**config.mk**
```make
export PLATFORM = sky130hd
export DESIGN_NAME = sp_div_cell
export DESIGN_NICKNAME = d
export VERILOG_FILES = /design/src/rtl/core/sp_pkg.sv /design/src/rtl/core/sp_div_cell.sv
export SDC_FILE = /design/constraint.sdc
export NUM_CORES = 1
export LEC_CHECK = 0
export ABC_CLOCK_PERIOD_IN_PS = 800
export BUFFER_PORTS_ARGS = -buffer_cell sky130_fd_sc_hd__buf_2
export CORE_AREA = 2 2 224 226
export CTS_CLUSTER_DIAMETER = 200
export CTS_CLUSTER_SIZE = 10
export DETAILED_ROUTE_END_ITERATION = 8
export DIE_AREA = 0 0 226 228
export PLACE_DENSITY_LB_ADDON = 0.12
export SLEW_MARGIN = 15
export SYNTH_ARGS = -nofsm -noshare
export SYNTH_HDL_FRONTEND = slang
export SYNTH_SLANG_ARGS = --single-unit
```
**constraint.sdc**
```tcl
create_clock -name clk -period 0.8 [get_ports clk]
set_clock_uncertainty 0.1 [all_clocks]
set_input_delay 0.04 -clock clk [delete_from_list [all_inputs] [get_ports clk]]
set_output_delay 0.04 -clock clk [all_outputs]
set_load 0.005 [all_outputs]
```
**src/rtl/core/sp_pkg.sv**
```systemverilog
`timescale 1ns / 1ps
`default_nettype none
// ----------------------------------------------------------------------------
// sp_pkg
// Shared types, constants, the exponent table function and the divider
// step for the sigmoid-product membership evaluator.
// ----------------------------------------------------------------------------
package sp_pkg;

    // Fixed field widths
    localparam int VALUE_WIDTH = 16;
    localparam int EXP_TABLE_DEPTH_DEF = 256;

    // Fixed-point constants
    localparam logic [63:0] ONE_Q30 = 64'd1 << 30;
    localparam logic [63:0] LN2_Q30 = 64'd744261118;
    localparam logic signed [31:0] LOG2E_Q30 = 32'sd1549082005;
    localparam logic signed [33:0] EXP_LIMIT_Q18 = 34'sd4194304;
    localparam logic [16:0] DEGREE_MAX = 17'd32768;

    // Register indexes
    localparam logic [2:0] REG_LEFT   = 3'd0;
    localparam logic [2:0] REG_RISE   = 3'd1;
    localparam logic [2:0] REG_FALL   = 3'd2;
    localparam logic [2:0] REG_RIGHT  = 3'd3;
    localparam logic [2:0] REG_HEIGHT = 3'd4;

    typedef struct packed {
        logic signed [15:0] left_inflection;
        logic signed [15:0] rising_slope;
        logic signed [15:0] falling_slope;
        logic signed [15:0] right_inflection;
        logic [15:0]        peak_height;
    } sp_cfg_t;

    // One restoring-division lane: 2^60 / dvs, one quotient bit per cell
    typedef struct packed {
        logic [54:0] rem;
        logic [54:0] dvs;
        logic [30:0] quo;
        logic        zero;
    } sp_lane_t;

    typedef struct packed {
        sp_lane_t rise;
        sp_lane_t fall;
    } sp_pair_t;

    // Entry k of 2^(k/depth) in Q30, depth = 2^shift (elaboration only)
    function automatic logic [30:0] exp_entry(input int unsigned k, input int unsigned shift);
        logic [63:0] y;
        logic [63:0] term;
        logic [63:0] sum;
        y = (64'(k) * LN2_Q30) >> shift;
        term = ONE_Q30;
        sum = ONE_Q30;
        for (int i = 1; i <= 20; i++)
        begin
            term = ((term * y) >> 30) / 64'(i);
            sum = sum + term;
        end
        return sum[30:0];
    endfunction

    // One restoring step: shift remainder, compare, subtract
    function automatic sp_lane_t div_step(input sp_lane_t l);
        sp_lane_t   r;
        logic [55:0] sh;
        logic [55:0] diff;
        r = l;
        sh = {l.rem, 1'b0};
        diff = sh - {1'b0, l.dvs};
        if (sh >= {1'b0, l.dvs})
        begin
            r.rem = diff[54:0];
            r.quo = {l.quo[29:0], 1'b1};
        end
        else
        begin
            r.rem = sh[54:0];
            r.quo = {l.quo[29:0], 1'b0};
        end
        return r;
    endfunction

endpackage
`default_nettype wire

```
**src/rtl/core/sp_div_cell.sv**
```systemverilog
`timescale 1ns / 1ps
`default_nettype none
// ----------------------------------------------------------------------------
// sp_div_cell
// One cell of the divider chain: resolves one quotient bit of both
// sigmoid factors and hands the word to the next cell.
// ----------------------------------------------------------------------------
module sp_div_cell (
    input  wire logic             clk,
    input  wire logic             rst_n,
    input  wire logic             adv,
    input  wire logic             in_valid,
    input  wire sp_pkg::sp_pair_t in_pair,
    output logic                  out_valid,
    output sp_pkg::sp_pair_t      out_pair
);
    logic             valid_reg;
    sp_pkg::sp_pair_t pair_reg;
    sp_pkg::sp_pair_t pair_next;

    // One restoring step per lane
    always_comb
    begin
        pair_next.rise = sp_pkg::div_step(in_pair.rise);
        pair_next.fall = sp_pkg::div_step(in_pair.fall);
    end

    always_ff @(posedge clk or negedge rst_n)
    begin
        if (!rst_n)
            valid_reg <= 1'b0;
        else if (adv)
            valid_reg <= in_valid;
    end

    always_ff @(posedge clk)
    begin
        if (adv)
            pair_reg <= pair_next;
    end

    assign out_valid = valid_reg;
    assign out_pair = pair_reg;
endmodule
`default_nettype wire
```
==> metrics.yaml <==
layout-drive-gt1-share_pct: 50.1
synthCells: 1631
period_needed_ns: 2.33
io_pins: 573
die_h_um: 228
cts_made_buffers: 34
hp-class: "in -> reg"
hold_ws_ns: -0.412
drt-pass1-iter-count: 5
cp_max_fo: 6
clk_latency_ns: 0.54
synthFlopType: "edfxtp_1"
routed_wl_um: 71600
ant_nets: 0
violations: "negative hold slack, negative setup slack"
cp_data_required_time_ns: 1.02
fin_nets: 3417
gp_congestion: 0.905
p_int_w: 0.0358
post-route-period-util_pct: 291
area_growth_pct: 79.9
grt_pass1_vias: 19200
hpwl_um: 52800
via_count: 18200
worst_slew_pin_slew_ns: 0.573
reg2regPathDepth: 1
synth-edff-count: 284
cts_tree: "built"
postSynthAreaPerCell_um2: 10.6
syn_nets: 2031
ys_ff_latch: 285
die_w_um: 226
start_util_pct: 35.0
power_frac_clock_pct: 27.2
max_slew_margin_pct: 61.4
max_freq_mhz: 429
syn_area_um2: 17300
die_area_um2: 51500
grt_pass1_wl_um: 107000
p_switching_w: 0.0151
synth_warnings: 0
grt.overflow.total: 0
route.detailed.drc: 0
grt_max_degree: 27
clock-sinks: 285
vias_per_cell: 4.93
antenna_found_initial: 8
seqPwrFrac_pct: 37.4
reg2reg_slack_ns: -0.07
cp-start-kind: "primary input"
clockRootBuffer: "clkbuf_16"
switching_share_pct: 29.7
htree_num_levels: 2
powerDensity_nw_per_um2: 1640
clockBufferDepth: 3
layout_common_cells: "buf_2, buf_4, edfxtp_1"
fin_setup_tns_ns: -273.01
grtUsageTotal_pct: 26.8
synth_cell_type_count: 84
place_ws_ns: -2.39
setup_viol: 398
finalHoldViolCount: 98
yosysTopAreaCell: "edfxtp_1"
arrival_ns: 2.54
min_path_cells: 1
yosysTopAreaCellShare_pct: 49.4
fill_cells: 4099
synth-async-reset-ratio_pct: 0.351
synth_top_cells_by_area: "edfxtp_1, ha_1, a21oi_1"
rsz0062_at_grt: "yes"
path_clk_slew_ns: 0.06
ir_worst_vdd_mv: 1.32
seq_area_frac_synth_pct: 49.6
maxCapViolations: 0
leakagePower_nw: 14.0
cp-end-kind: "flip-flop"
finalMaxSlewViolations: 0
worstSetupPathType: "in -> reg"
drtIter0Drc: 994
comb_power_share_pct: 35.3
fp-row-count: 82
numPortBuffers: 570
wl_per_cell_um: 19.3
worst_slack_ns: -1.53
coreArea_um2: 49300
status: "complete, but fails checks"
==> worst paths after layout <==
path / start / endpoint
max in group asynchronous: rst_n / out_valid
max: in_pair[51] / out_pair[132]
min in group asynchronous: rst_n / out_valid
max reg2reg: out_valid / out_valid
min reg2reg: out_valid / out_valid
min: in_pair[33] / out_pair[33]
==> repair_timing <==
item,in CTS,in global routing
hold buffers,268,2
setup endpoints to repair,398,398
buffers inserted,34,24
cloned,6,5
resized for setup,265,133
endpoints found under the hold margin,432,90
pin swaps,84,51
==> metal layers <==
| metal | GRT usage (%) | vias up | part of all wire [%] |
|---|---|---|---|
| li1 | - | 8796 | - |
| met1 | 32.1 | 8778 | 40 |
| met2 | 48.5 | 538 | 51 |
| met3 | 4.80 | 118 | 5.4 |
| met4 | 8.22 | 8 | 3.0 |
| met5 | 0 | - | 0.070 |
==> stage by stage <==
| stage | power, W | cell area [µm²] | util (%) | std cells |
|---|---|---|---|---|
| after floorplan | 0.0259 | 17700 | - | 1631 |
| after global placement | 0.0337 | 25100 | 50.8 | 3325 |
| after detailed placement | 0.0338 | 25100 | 50.8 | 3325 |
| after CTS | 0.0503 | 30200 | 61.2 | 3672 |
| after global routing | 0.0532 | 31000 | 62.9 | 3697 |
| final | 0.0509 | 31000 | 62.9 | 3702 |
==> power by group through the flow <==
stage / clock network (W) / registers, W / logic [W]
final: 0.0139 / 0.0191 / 0.0180
after global routing: 0.0146 / 0.0192 / 0.0194
after CTS: 0.0142 / 0.0190 / 0.0171
after detailed placement: 0 / 0.0193 / 0.0145
after global placement: 0 / 0.0193 / 0.0144
after floorplan: 0 / 0.0194 / 0.00641
==> area by class of cell <==
class | instances | area [µm²] | area share, %
diodes | 6 | 15.0 | 0.0484
clock buffers | 39 | 870 | 2.80
clock inverters | 4 | 41.3 | 0.133
inverters | 153 | 632 | 2.04
multi-input cells | 1123 | 9350 | 30.1
flip-flops and latches | 285 | 8550 | 27.6
well taps | 672 | 841 | 2.71
repair buffers | 1420 | 10700 | 34.6
==> synth_stat cells (8+ instances only) <==
| master | count |
|---|---|
| o21ai_1 | 8 |
| xnor2_1 | 53 |
| nor2_1 | 84 |
| inv_1 | 151 |
| a21o_1 | 60 |
| o21bai_1 | 30 |
| a31oi_1 | 13 |
| nor4_1 | 10 |
| nor2b_1 | 8 |
| a211oi_1 | 11 |
| buf_2 | 21 |
| mux2_2 | 42 |
| xor2_1 | 37 |
| or3_1 | 9 |
| o31ai_1 | 9 |
| edfxtp_1 | 284 |
| nand3_1 | 30 |
| a21oi_1 | 138 |
| clkbuf_1 | 38 |
| and3_1 | 14 |
| o21a_1 | 15 |
| nor3_1 | 31 |
| nand2_1 | 139 |
| a21boi_0 | 8 |
| nand4_1 | 41 |
| o21ai_0 | 110 |
| ha_1 | 110 |
==> state kept, by name, summed over array words and instances (netlist names) <==
| signal | flops |
|---|---|
| out_pair | 284 |
| out_valid | 1 |
==> cell families after synthesis <==
| logic type | after synthesis | share of synthesized area [%] |
|---|---|---|
| buf+inv | 223 | 5.41 |
| flops | 285 | 49.6 |
| compound gates | 468 | 17.6 |
| xor+xnor | 90 | 4.57 |
| mux | 50 | 3.38 |
| fa+ha+maj | 112 | 8.21 |
| simple gates | 403 | 11.3 |
==> worst max-delay path, stage by stage <==
cell and delay [ns]:
buf_8 0.08, inv_4 0.03, ha_4 0.29, nand4_1 0.17, or3_4 0.44, o211ai_4 0.22
a21oi_2 0.09, o2111ai_2 0.19, and3_4 0.25, nor2_8 0.06, buf_6 0.13, buf_12 0.13
o41ai_4 0.41
Power figures use the tool's default switching activity.
