File: src/rtl/core/sp_pkg.sv
`timescale 1ns / 1ps
`default_nettype none
// ----------------------------------------------------------------------------
// sp_pkg
// Shared types, constants, the exponent table function and the divider
// step for the sigmoid-product membership evaluator.
// ----------------------------------------------------------------------------
package sp_pkg;

    // Fixed field widths
    localparam int VALUE_WIDTH = 16;
    localparam int EXP_TABLE_DEPTH_DEF = 256;

    // Fixed-point constants
    localparam logic [63:0] ONE_Q30 = 64'd1 << 30;
    localparam logic [63:0] LN2_Q30 = 64'd744261118;
    localparam logic signed [31:0] LOG2E_Q30 = 32'sd1549082005;
    localparam logic signed [33:0] EXP_LIMIT_Q18 = 34'sd4194304;
    localparam logic [16:0] DEGREE_MAX = 17'd32768;

    // Register indexes
    localparam logic [2:0] REG_LEFT   = 3'd0;
    localparam logic [2:0] REG_RISE   = 3'd1;
    localparam logic [2:0] REG_FALL   = 3'd2;
    localparam logic [2:0] REG_RIGHT  = 3'd3;
    localparam logic [2:0] REG_HEIGHT = 3'd4;

    typedef struct packed {
        logic signed [15:0] left_inflection;
        logic signed [15:0] rising_slope;
        logic signed [15:0] falling_slope;
        logic signed [15:0] right_inflection;
        logic [15:0]        peak_height;
    } sp_cfg_t;

    // One restoring-division lane: 2^60 / dvs, one quotient bit per cell
    typedef struct packed {
        logic [54:0] rem;
        logic [54:0] dvs;
        logic [30:0] quo;
        logic        zero;
    } sp_lane_t;

    typedef struct packed {
        sp_lane_t rise;
        sp_lane_t fall;
    } sp_pair_t;

    // Entry k of 2^(k/depth) in Q30, depth = 2^shift (elaboration only)
    function automatic logic [30:0] exp_entry(input int unsigned k, input int unsigned shift);
        logic [63:0] y;
        logic [63:0] term;
        logic [63:0] sum;
        y = (64'(k) * LN2_Q30) >> shift;
        term = ONE_Q30;
        sum = ONE_Q30;
        for (int i = 1; i <= 20; i++)
        begin
            term = ((term * y) >> 30) / 64'(i);
            sum = sum + term;
        end
        return sum[30:0];
    endfunction

    // One restoring step: shift remainder, compare, subtract
    function automatic sp_lane_t div_step(input sp_lane_t l);
        sp_lane_t   r;
        logic [55:0] sh;
        logic [55:0] diff;
        r = l;
        sh = {l.rem, 1'b0};
        diff = sh - {1'b0, l.dvs};
        if (sh >= {1'b0, l.dvs})
        begin
            r.rem = diff[54:0];
            r.quo = {l.quo[29:0], 1'b1};
        end
        else
        begin
            r.rem = sh[54:0];
            r.quo = {l.quo[29:0], 1'b0};
        end
        return r;
    endfunction

endpackage
`default_nettype wire

File: src/rtl/core/sp_apb_regs.sv
`timescale 1ns / 1ps
`default_nettype none
// ----------------------------------------------------------------------------
// sp_apb_regs
// APB register file holding the inflection points, slopes and height.
// ----------------------------------------------------------------------------
module sp_apb_regs (
    input  wire logic        clk,
    input  wire logic        rst_n,
    input  wire logic        psel,
    input  wire logic        penable,
    input  wire logic        pwrite,
    input  wire logic [4:0]  paddr,
    input  wire logic [31:0] pwdata,
    output logic [31:0]      prdata,
    output logic             pready,
    output sp_pkg::sp_cfg_t  cfg
);
    sp_pkg::sp_cfg_t cfg_reg;
    sp_pkg::sp_cfg_t cfg_next;
    logic            wr_en;
    logic [2:0]      idx;

    assign pready = 1'b1;
    assign idx = paddr[4:2];
    assign wr_en = psel && penable && pwrite;
    assign cfg = cfg_reg;

    // Decode write
    always_comb
    begin
        cfg_next = cfg_reg;
        if (wr_en)
        begin
            case (idx)
                sp_pkg::REG_LEFT:   cfg_next.left_inflection = pwdata[15:0];
                sp_pkg::REG_RISE:   cfg_next.rising_slope = pwdata[15:0];
                sp_pkg::REG_FALL:   cfg_next.falling_slope = pwdata[15:0];
                sp_pkg::REG_RIGHT:  cfg_next.right_inflection = pwdata[15:0];
                sp_pkg::REG_HEIGHT: cfg_next.peak_height = pwdata[15:0];
                default:            cfg_next = cfg_reg;
            endcase
        end
    end

    always_ff @(posedge clk or negedge rst_n)
    begin
        if (!rst_n)
        begin
            cfg_reg.left_inflection <= 16'sd0;
            cfg_reg.rising_slope <= 16'sd1024;
            cfg_reg.falling_slope <= -16'sd1024;
            cfg_reg.right_inflection <= 16'sd0;
            cfg_reg.peak_height <= 16'd32768;
        end
        else
        begin
            cfg_reg <= cfg_next;
        end
    end

    // Read back
    always_comb
    begin
        case (idx)
            sp_pkg::REG_LEFT:   prdata = {16'd0, cfg_reg.left_inflection};
            sp_pkg::REG_RISE:   prdata = {16'd0, cfg_reg.rising_slope};
            sp_pkg::REG_FALL:   prdata = {16'd0, cfg_reg.falling_slope};
            sp_pkg::REG_RIGHT:  prdata = {16'd0, cfg_reg.right_inflection};
            sp_pkg::REG_HEIGHT: prdata = {16'd0, cfg_reg.peak_height};
            default:            prdata = 32'd0;
        endcase
    end
endmodule
`default_nettype wire

File: config.mk
export PLATFORM = sky130hd
export DESIGN_NAME = sp_apb_regs
export DESIGN_NICKNAME = d
export VERILOG_FILES = /design/src/rtl/core/sp_pkg.sv /design/src/rtl/core/sp_apb_regs.sv
export SDC_FILE = /design/constraint.sdc
export NUM_CORES = 1
export LEC_CHECK = 0
export BUFFER_PORTS_ARGS = -buffer_cell sky130_fd_sc_hd__buf_2
export CAP_MARGIN = 20
export CELL_PAD_IN_SITES_DETAIL_PLACEMENT = 1
export CELL_PAD_IN_SITES_GLOBAL_PLACEMENT = 2
export CORE_MARGIN = 8
export CORE_UTILIZATION = 31
export DETAILED_ROUTE_END_ITERATION = 7
export PLACE_DENSITY = 0.9
export RECOVER_POWER = 100
export SLEW_MARGIN = 5
export SYNTH_ARGS = -nofsm -noshare
export SYNTH_HDL_FRONTEND = slang
export SYNTH_SLANG_ARGS = --single-unit
File: constraint.sdc
create_clock -name clk -period 1.7 [get_ports clk]
set_input_delay 0.255 -clock clk [delete_from_list [all_inputs] [get_ports clk]]
set_output_delay 0.255 -clock clk [all_outputs]
set_load 0.01 [all_outputs]
==> flow_metrics.py, run 1 <==
metrics = {
    "floorplan": {
        "die-area_um2": 16300,
        "initial_core_util": 0.319,
        "dieWidth_um": 128,
        "io_pins": 155,
        "fp-row-count": 40,
        "core_area_um2": 12100,
        "dieHeight_um": 128,
    },
    "sta": {
        "fin_ws_ns": 0.00265,
        "hold_violations": 0,
        "drv_slew": 0,
        "setup_violations": 0,
        "rsz0062_at_grt": "yes",
        "fin_worst_skew_ns": 0,
        "post-route-period-util": 0.998,
        "slew_headroom": 0.519,
        "fmax_mhz": 589,
        "period_needed_ns": 1.70,
        "fin_tns_setup_ns": 0,
        "worst_pin_slew_ns": 0.722,
    },
    "critical_path": {
        "crit_type": "register to primary output",
        "cp_cell_sequence": "mux2_2, a221o_1, buf_2",
        "crit_path_top_delay_cell": "dfrtp_1",
        "arrival_ns": 1.44,
        "cp_data_required_time_ns": 1.44,
        "end_kind": "primary output",
        "cpLargestDelayFamily": "flip-flops",
        "start_kind": "register",
        "worst-path-buf-inv": 1,
        "crit_fanout": 2,
        "max_stage_delay_ns": 0.39,
    },
    "grt": {
        "grt_pass1_wl_um": 18900,
        "grt_pass1_vias": 3284,
        "antenna_found_initial": 1,
        "grt-ovfl-total": 0,
        "grt_max_degree": 39,
        "grt_use_total": 0.152,
    },
    "cells_and_area": {
        "layout_commonest_cell": "mux2_2",
        "drive_gt1_frac": 0.482,
        "fill_cells": 1355,
        "layout_common_cells": "88 x mux2_2, 85 x clkbuf_1, 72 x dfrtp_1",
        "area_growth_syn_to_layout_pct": 32.8,
        "final_nets": 485,
        "stdcell_area_um2": 5130,
        "final_util": 0.424,
        "multiInputGateArea_um2": 1670,
        "largest_reg_flops": 80,
        "seq_area_um2": 2010,
    },
    "yosys": {
        "synth_top_family_by_area": "multiplexers",
        "synth_compound_gate_area_share": 0.0457,
        "synth_cell_type_count": 27,
        "synth_seq_cells": 80,
        "syn-instance-count": 271,
        "yosys_warnings": 0,
        "yosysSeqAreaShare": 0.521,
        "synth_simple_gate_area_frac": 0.0528,
        "syn-cell-area_um2": 3860,
        "synth-adder-area-share": 0,
        "synthMuxAreaShare": 0.318,
        "syn_avg_cell_area_um2": 14.3,
        "synth-xor-area-share": 0,
    },
    "worst_hold_path": {
        "hold_class": "input pin to register",
    },
    "place": {
        "place_area_um2": 4780,
        "port-buffer-count": 119,
        "dpl.hpwl_um": 8990,
        "gp_congestion": 0.749,
        "dp_slack_ns": -0.0949,
    },
    "routing": {
        "initialDrtViolationCount": 95,
        "routed_via_density": 4.67,
        "ant_nets": 0,
        "dr.pass1.iters": 4,
        "drc": 0,
        "via_count": 2884,
        "wl_per_cell_um": 19.9,
        "wirelength_um": 12300,
    },
    "cts": {
        "insertion_delay_ns": 0.33,
        "cts_sinks": 80,
        "cts_root_buf": "clkbuf_16",
        "cts_buffers": 9,
        "cts_buffer_depth": 2,
        "clkTransAtPathRegs_ns": 0.06,
        "htree_levels": 3,
        "cts_tree": "yes",
    },
    "status": {
        "status": "completed",
    },
    "power": {
        "p_leak_nw": 2.41,
        "peakVddDrop_mv": 0.545,
        "power.density_nw_per_um2": 1180,
        "p_total_mw": 6.04,
    },
    "run": {
        "max_cap_viol_count": 0,
    },
}
-- worst register-to-register path, delay by kind of cell (launching register included) --
kind	cells	cell delay (ns)
flops	1	0.40
buf+inv	2	0.27
mux	1	0.25
-- cell families (layout without fill, tap and decap cells) --
kind of cell | Yosys count | in the layout
flip-flops | 80 | 80
buffers and inverters | 31 | 193
AO/OA/AOI/OAI | 19 | 19
AND/OR/NAND/NOR | 28 | 28
multiplexers | 111 | 111
other | 2 | 18
-- Yosys cell counts (all sizes together) --
master	count	area (um2)
conb	2	7.51
mux2	95	1070
o22ai	1	6.26
nand4	1	6.26
nor3b	3	45.1
nor3	2	32.5
nor2b	2	15.0
nand4b	1	23.8
a21oi	1	5.00
a221o	14	140
nor2	16	67.6
o32ai	1	8.76
a21o	1	7.51
buf	31	233
dfstp	8	210
dfrtp	72	1800
a2bb2oi	1	8.76
nand2b	1	6.26
nand2	2	7.51
mux2i	16	160
-- path summary, 6_finish.rpt --
| kind | depth (start not counted) | from | end | slack (ns) |
|---|---|---|---|---|
| worst max-delay path | 3 | cfg[69]$_DFFE_PN0P_ | prdata[5] | 0.003 |
| worst min-delay path | 2 | pwdata[14] | cfg[62]$_DFFE_PN0P_ | 0.21 |
| worst max register to register | 3 | cfg[73]$_DFFE_PN0P_ | cfg[73]$_DFFE_PN0P_ | 0.67 |
| worst min register to register | 1 | cfg[14]$_DFFE_PN0P_ | cfg[14]$_DFFE_PN0P_ | 0.53 |
| max in group asynchronous | 3 | rst_n | cfg[49]$_DFFE_PN0P_ | 0.18 |
| min in group asynchronous | 2 | rst_n | cfg[14]$_DFFE_PN0P_ | 0.52 |
-- metrics by stage --
| step | std cells | hold WS, ns |
|---|---|---|
| final | 617 | 0.205 |
| after floorplan | 286 | -0.0406 |
| after global routing | 617 | 0.209 |
| after global placement | 570 | 0.196 |
| after CTS | 612 | 0.196 |
| after detailed placement | 570 | 0.204 |
-- per-layer routing --
layer	up-vias	global-route usage	part of all wire
met1	1490	0.176	0.42
met4	0	0.0510	0.018
met3	15	0.0441	0.049
met2	78	0.264	0.52
met5	-	0	0
li1	1301	-	-
-- cell type report --
class,count,share of cell area
Antenna cell,1,0.000488
Clock buffer,13,0.0507
Clock inverter,3,0.00366
Multi-Input combinational cell,175,0.325
Sequential cell,80,0.392
Tap cell,168,0.0410
Timing Repair Buffer,177,0.187
-- where the power goes --
| group | total (mW) | internal (mW) | switching, mW | leakage (nW) |
|---|---|---|---|---|
| registers | 2.58 | 2.31 | 0.279 | 1.00 |
| logic | 1.67 | 0.842 | 0.825 | 1.27 |
| clock network | 1.79 | 1.07 | 0.722 | 0.140 |
| total | 6.04 | 4.21 | 1.83 | 2.41 |
-- timing repair --
item                                    in CTS  in global routing
buffers inserted                            25                  4
endpoints found under the setup margin      15                 14
hold buffers                                 1                  0
pin swaps                                   11                  3
gates resized for setup                      9                  7
endpoints found under the hold margin       22                  0
Power figures use the tool's default switching activity.
==> run 2: changes to the inputs <==
- REMOVE_ABC_BUFFERS: default -> 1
==> run 2 against run 1 <==
Effect of this change:
- clock-buffer cell count unchanged
- combinational power increased by 5%
- wire length decreased by 0.26%
- die area unchanged
- critical path depth unchanged
- cell count decreased by 0.16%
- clock skew unchanged
- total power increased by 3.5%
==> flow_metrics.py, run 2 (synthesis gave the netlist of run 1 again) <==
metrics = {
    "cells_and_area": {
        "multiInputGateArea_um2": 1700,
        "diodes": 0,
        "fill_cells": 1335,
        "layout_commonest_cell": "mux2_2",
        "drive_gt1_frac": 0.612,
        "final_nets": 485,
        "largest_reg_flops": 80,
        "seq_area_um2": 2010,
        "area_growth_syn_to_layout_pct": 37.1,
        "stdcell_area_um2": 5290,
        "layout_common_cells": "89 x mux2_2, 87 x buf_2, 72 x dfrtp_1",
    },
    "run": {
        "max_cap_viol_count": 0,
    },
    "power": {
        "p_leak_nw": 2.63,
        "power.density_nw_per_um2": 1180,
        "p_total_mw": 6.25,
        "peakVddDrop_mv": 0.430,
    },
    "cts": {
        "cts_root_buf": "clkbuf_16",
        "insertion_delay_ns": 0.33,
        "cts_tree": "yes",
        "clkTransAtPathRegs_ns": 0.06,
        "cts_buffer_depth": 2,
        "cts_buffers": 9,
        "cts_sinks": 80,
        "htree_levels": 3,
    },
    "worst_hold_path": {
        "hold_class": "input pin to register",
        "hold_depth": 2,
        "hp-start": "pwdata[12]",
        "min_to": "cfg[28]$_DFFE_PN0P_",
    },
    "critical_path": {
        "crit_fanout": 2,
        "max_stage_delay_ns": 0.40,
        "cp_cell_sequence": "mux2_4, a221o_1, buf_2",
        "crit_type": "register to primary output",
        "rr_worst_depth": 3,
        "cp_data_required_time_ns": 1.44,
        "start_kind": "register",
        "r2r-start": "cfg[66]$_DFFE_PN0P_",
        "crit_path_top_delay_cell": "dfrtp_1",
        "regToRegSetupSlack_ns": 0.67,
        "arrival_ns": 1.44,
        "end_kind": "primary output",
        "r2r_end": "cfg[66]$_DFFE_PN0P_",
    },
    "sta": {
        "period_needed_ns": 1.69,
        "post-route-period-util": 0.994,
        "hold_violations": 0,
        "setup_violations": 0,
        "worst_pin_slew_ns": 0.577,
        "fin_ws_ns": 0.00956,
        "slew_headroom": 0.615,
        "rsz0062_at_grt": "yes",
        "fin_tns_setup_ns": 0,
        "fin_worst_skew_ns": 0,
        "fmax_mhz": 592,
        "drv_slew": 0,
    },
    "floorplan": {
        "io_pins": 155,
        "initial_core_util": 0.319,
        "fp-row-count": 40,
        "dieHeight_um": 128,
        "core_area_um2": 12100,
        "dieWidth_um": 128,
        "die-area_um2": 16300,
    },
    "grt": {
        "antenna_found_initial": 1,
        "grt_pass1_vias": 3188,
        "grt_max_degree": 41,
        "grt-ovfl-total": 0,
        "grt_pass1_wl_um": 18600,
        "grt_use_total": 0.149,
    },
    "place": {
        "dpl.hpwl_um": 8920,
        "place_area_um2": 4740,
        "dp_slack_ns": -0.0555,
        "port-buffer-count": 119,
        "gp_congestion": 0.714,
    },
    "status": {
        "status": "completed",
    },
    "routing": {
        "wirelength_um": 12200,
        "initialDrtViolationCount": 104,
        "via_count": 2870,
        "wl_per_cell_um": 19.8,
        "dr.pass1.iters": 4,
        "routed_via_density": 4.66,
        "ant_nets": 0,
        "drc": 0,
    },
}
[run 2: critical path: cells and delay by family (launching register included)]
kind,cells,cell delay [ns]
AO/OA/AOI/OAI,1,0.29
buffers and inverters,1,0.14
flip-flops,1,0.40
multiplexers,1,0.27
[run 2: report_power, final]
part	internal, mW	switching [mW]	total (mW)
clock network	1.15	0.762	1.91
registers	2.31	0.275	2.58
logic	0.932	0.828	1.76
total	4.39	1.86	6.25
[run 2: how the worst max path moves through the flow]
stage	startpoint	to
2_1_floorplan	paddr[4]	cfg[32]$_DFFE_PN0P_
3_3_place_gp	paddr[2]	prdata[11]
3_5_place_dp	paddr[2]	prdata[11]
4_1_cts	cfg[73]$_DFFE_PN0P_	prdata[9]
5_1_grt	cfg[14]$_DFFE_PN0P_	prdata[14]
6_report	cfg[66]$_DFFE_PN0P_	prdata[2]
[run 2: repair_timing]
| item | in CTS | in global routing |
|---|---|---|
| hold buffers | 1 | 0 |
| pin swaps | 9 | 5 |
| hold endpoints to repair | 16 | 0 |
| buffers inserted | 26 | 7 |
| endpoints found under the setup margin | 14 | 15 |
| gates resized for setup | 5 | 5 |
[run 2: cell type report]
| type | instances | share of cell area |
|---|---|---|
| clock inverter | 3 | 0.00449 |
| multi-input combinational | 175 | 0.321 |
| tap | 168 | 0.0397 |
| sequential | 80 | 0.380 |
| timing repair buffer | 177 | 0.202 |
| clock buffer | 13 | 0.0529 |
[run 2: layer usage]
metal	GRT usage	routed length, um	vias up
met2	0.247	5830	100
met1	0.184	5430	1452
li1	-	-	1301
met5	0	13	-
met3	0.0416	802	15
met4	0.0483	138	2
[run 2: stage by stage]
step	std cells	hold WS, ns	util
after detailed placement	566	0.159	0.391
after global placement	566	0.157	0.391
final	616	0.206	0.437
after global routing	616	0.208	0.437
after CTS	609	0.197	0.435
after floorplan	255	-0.0406	-
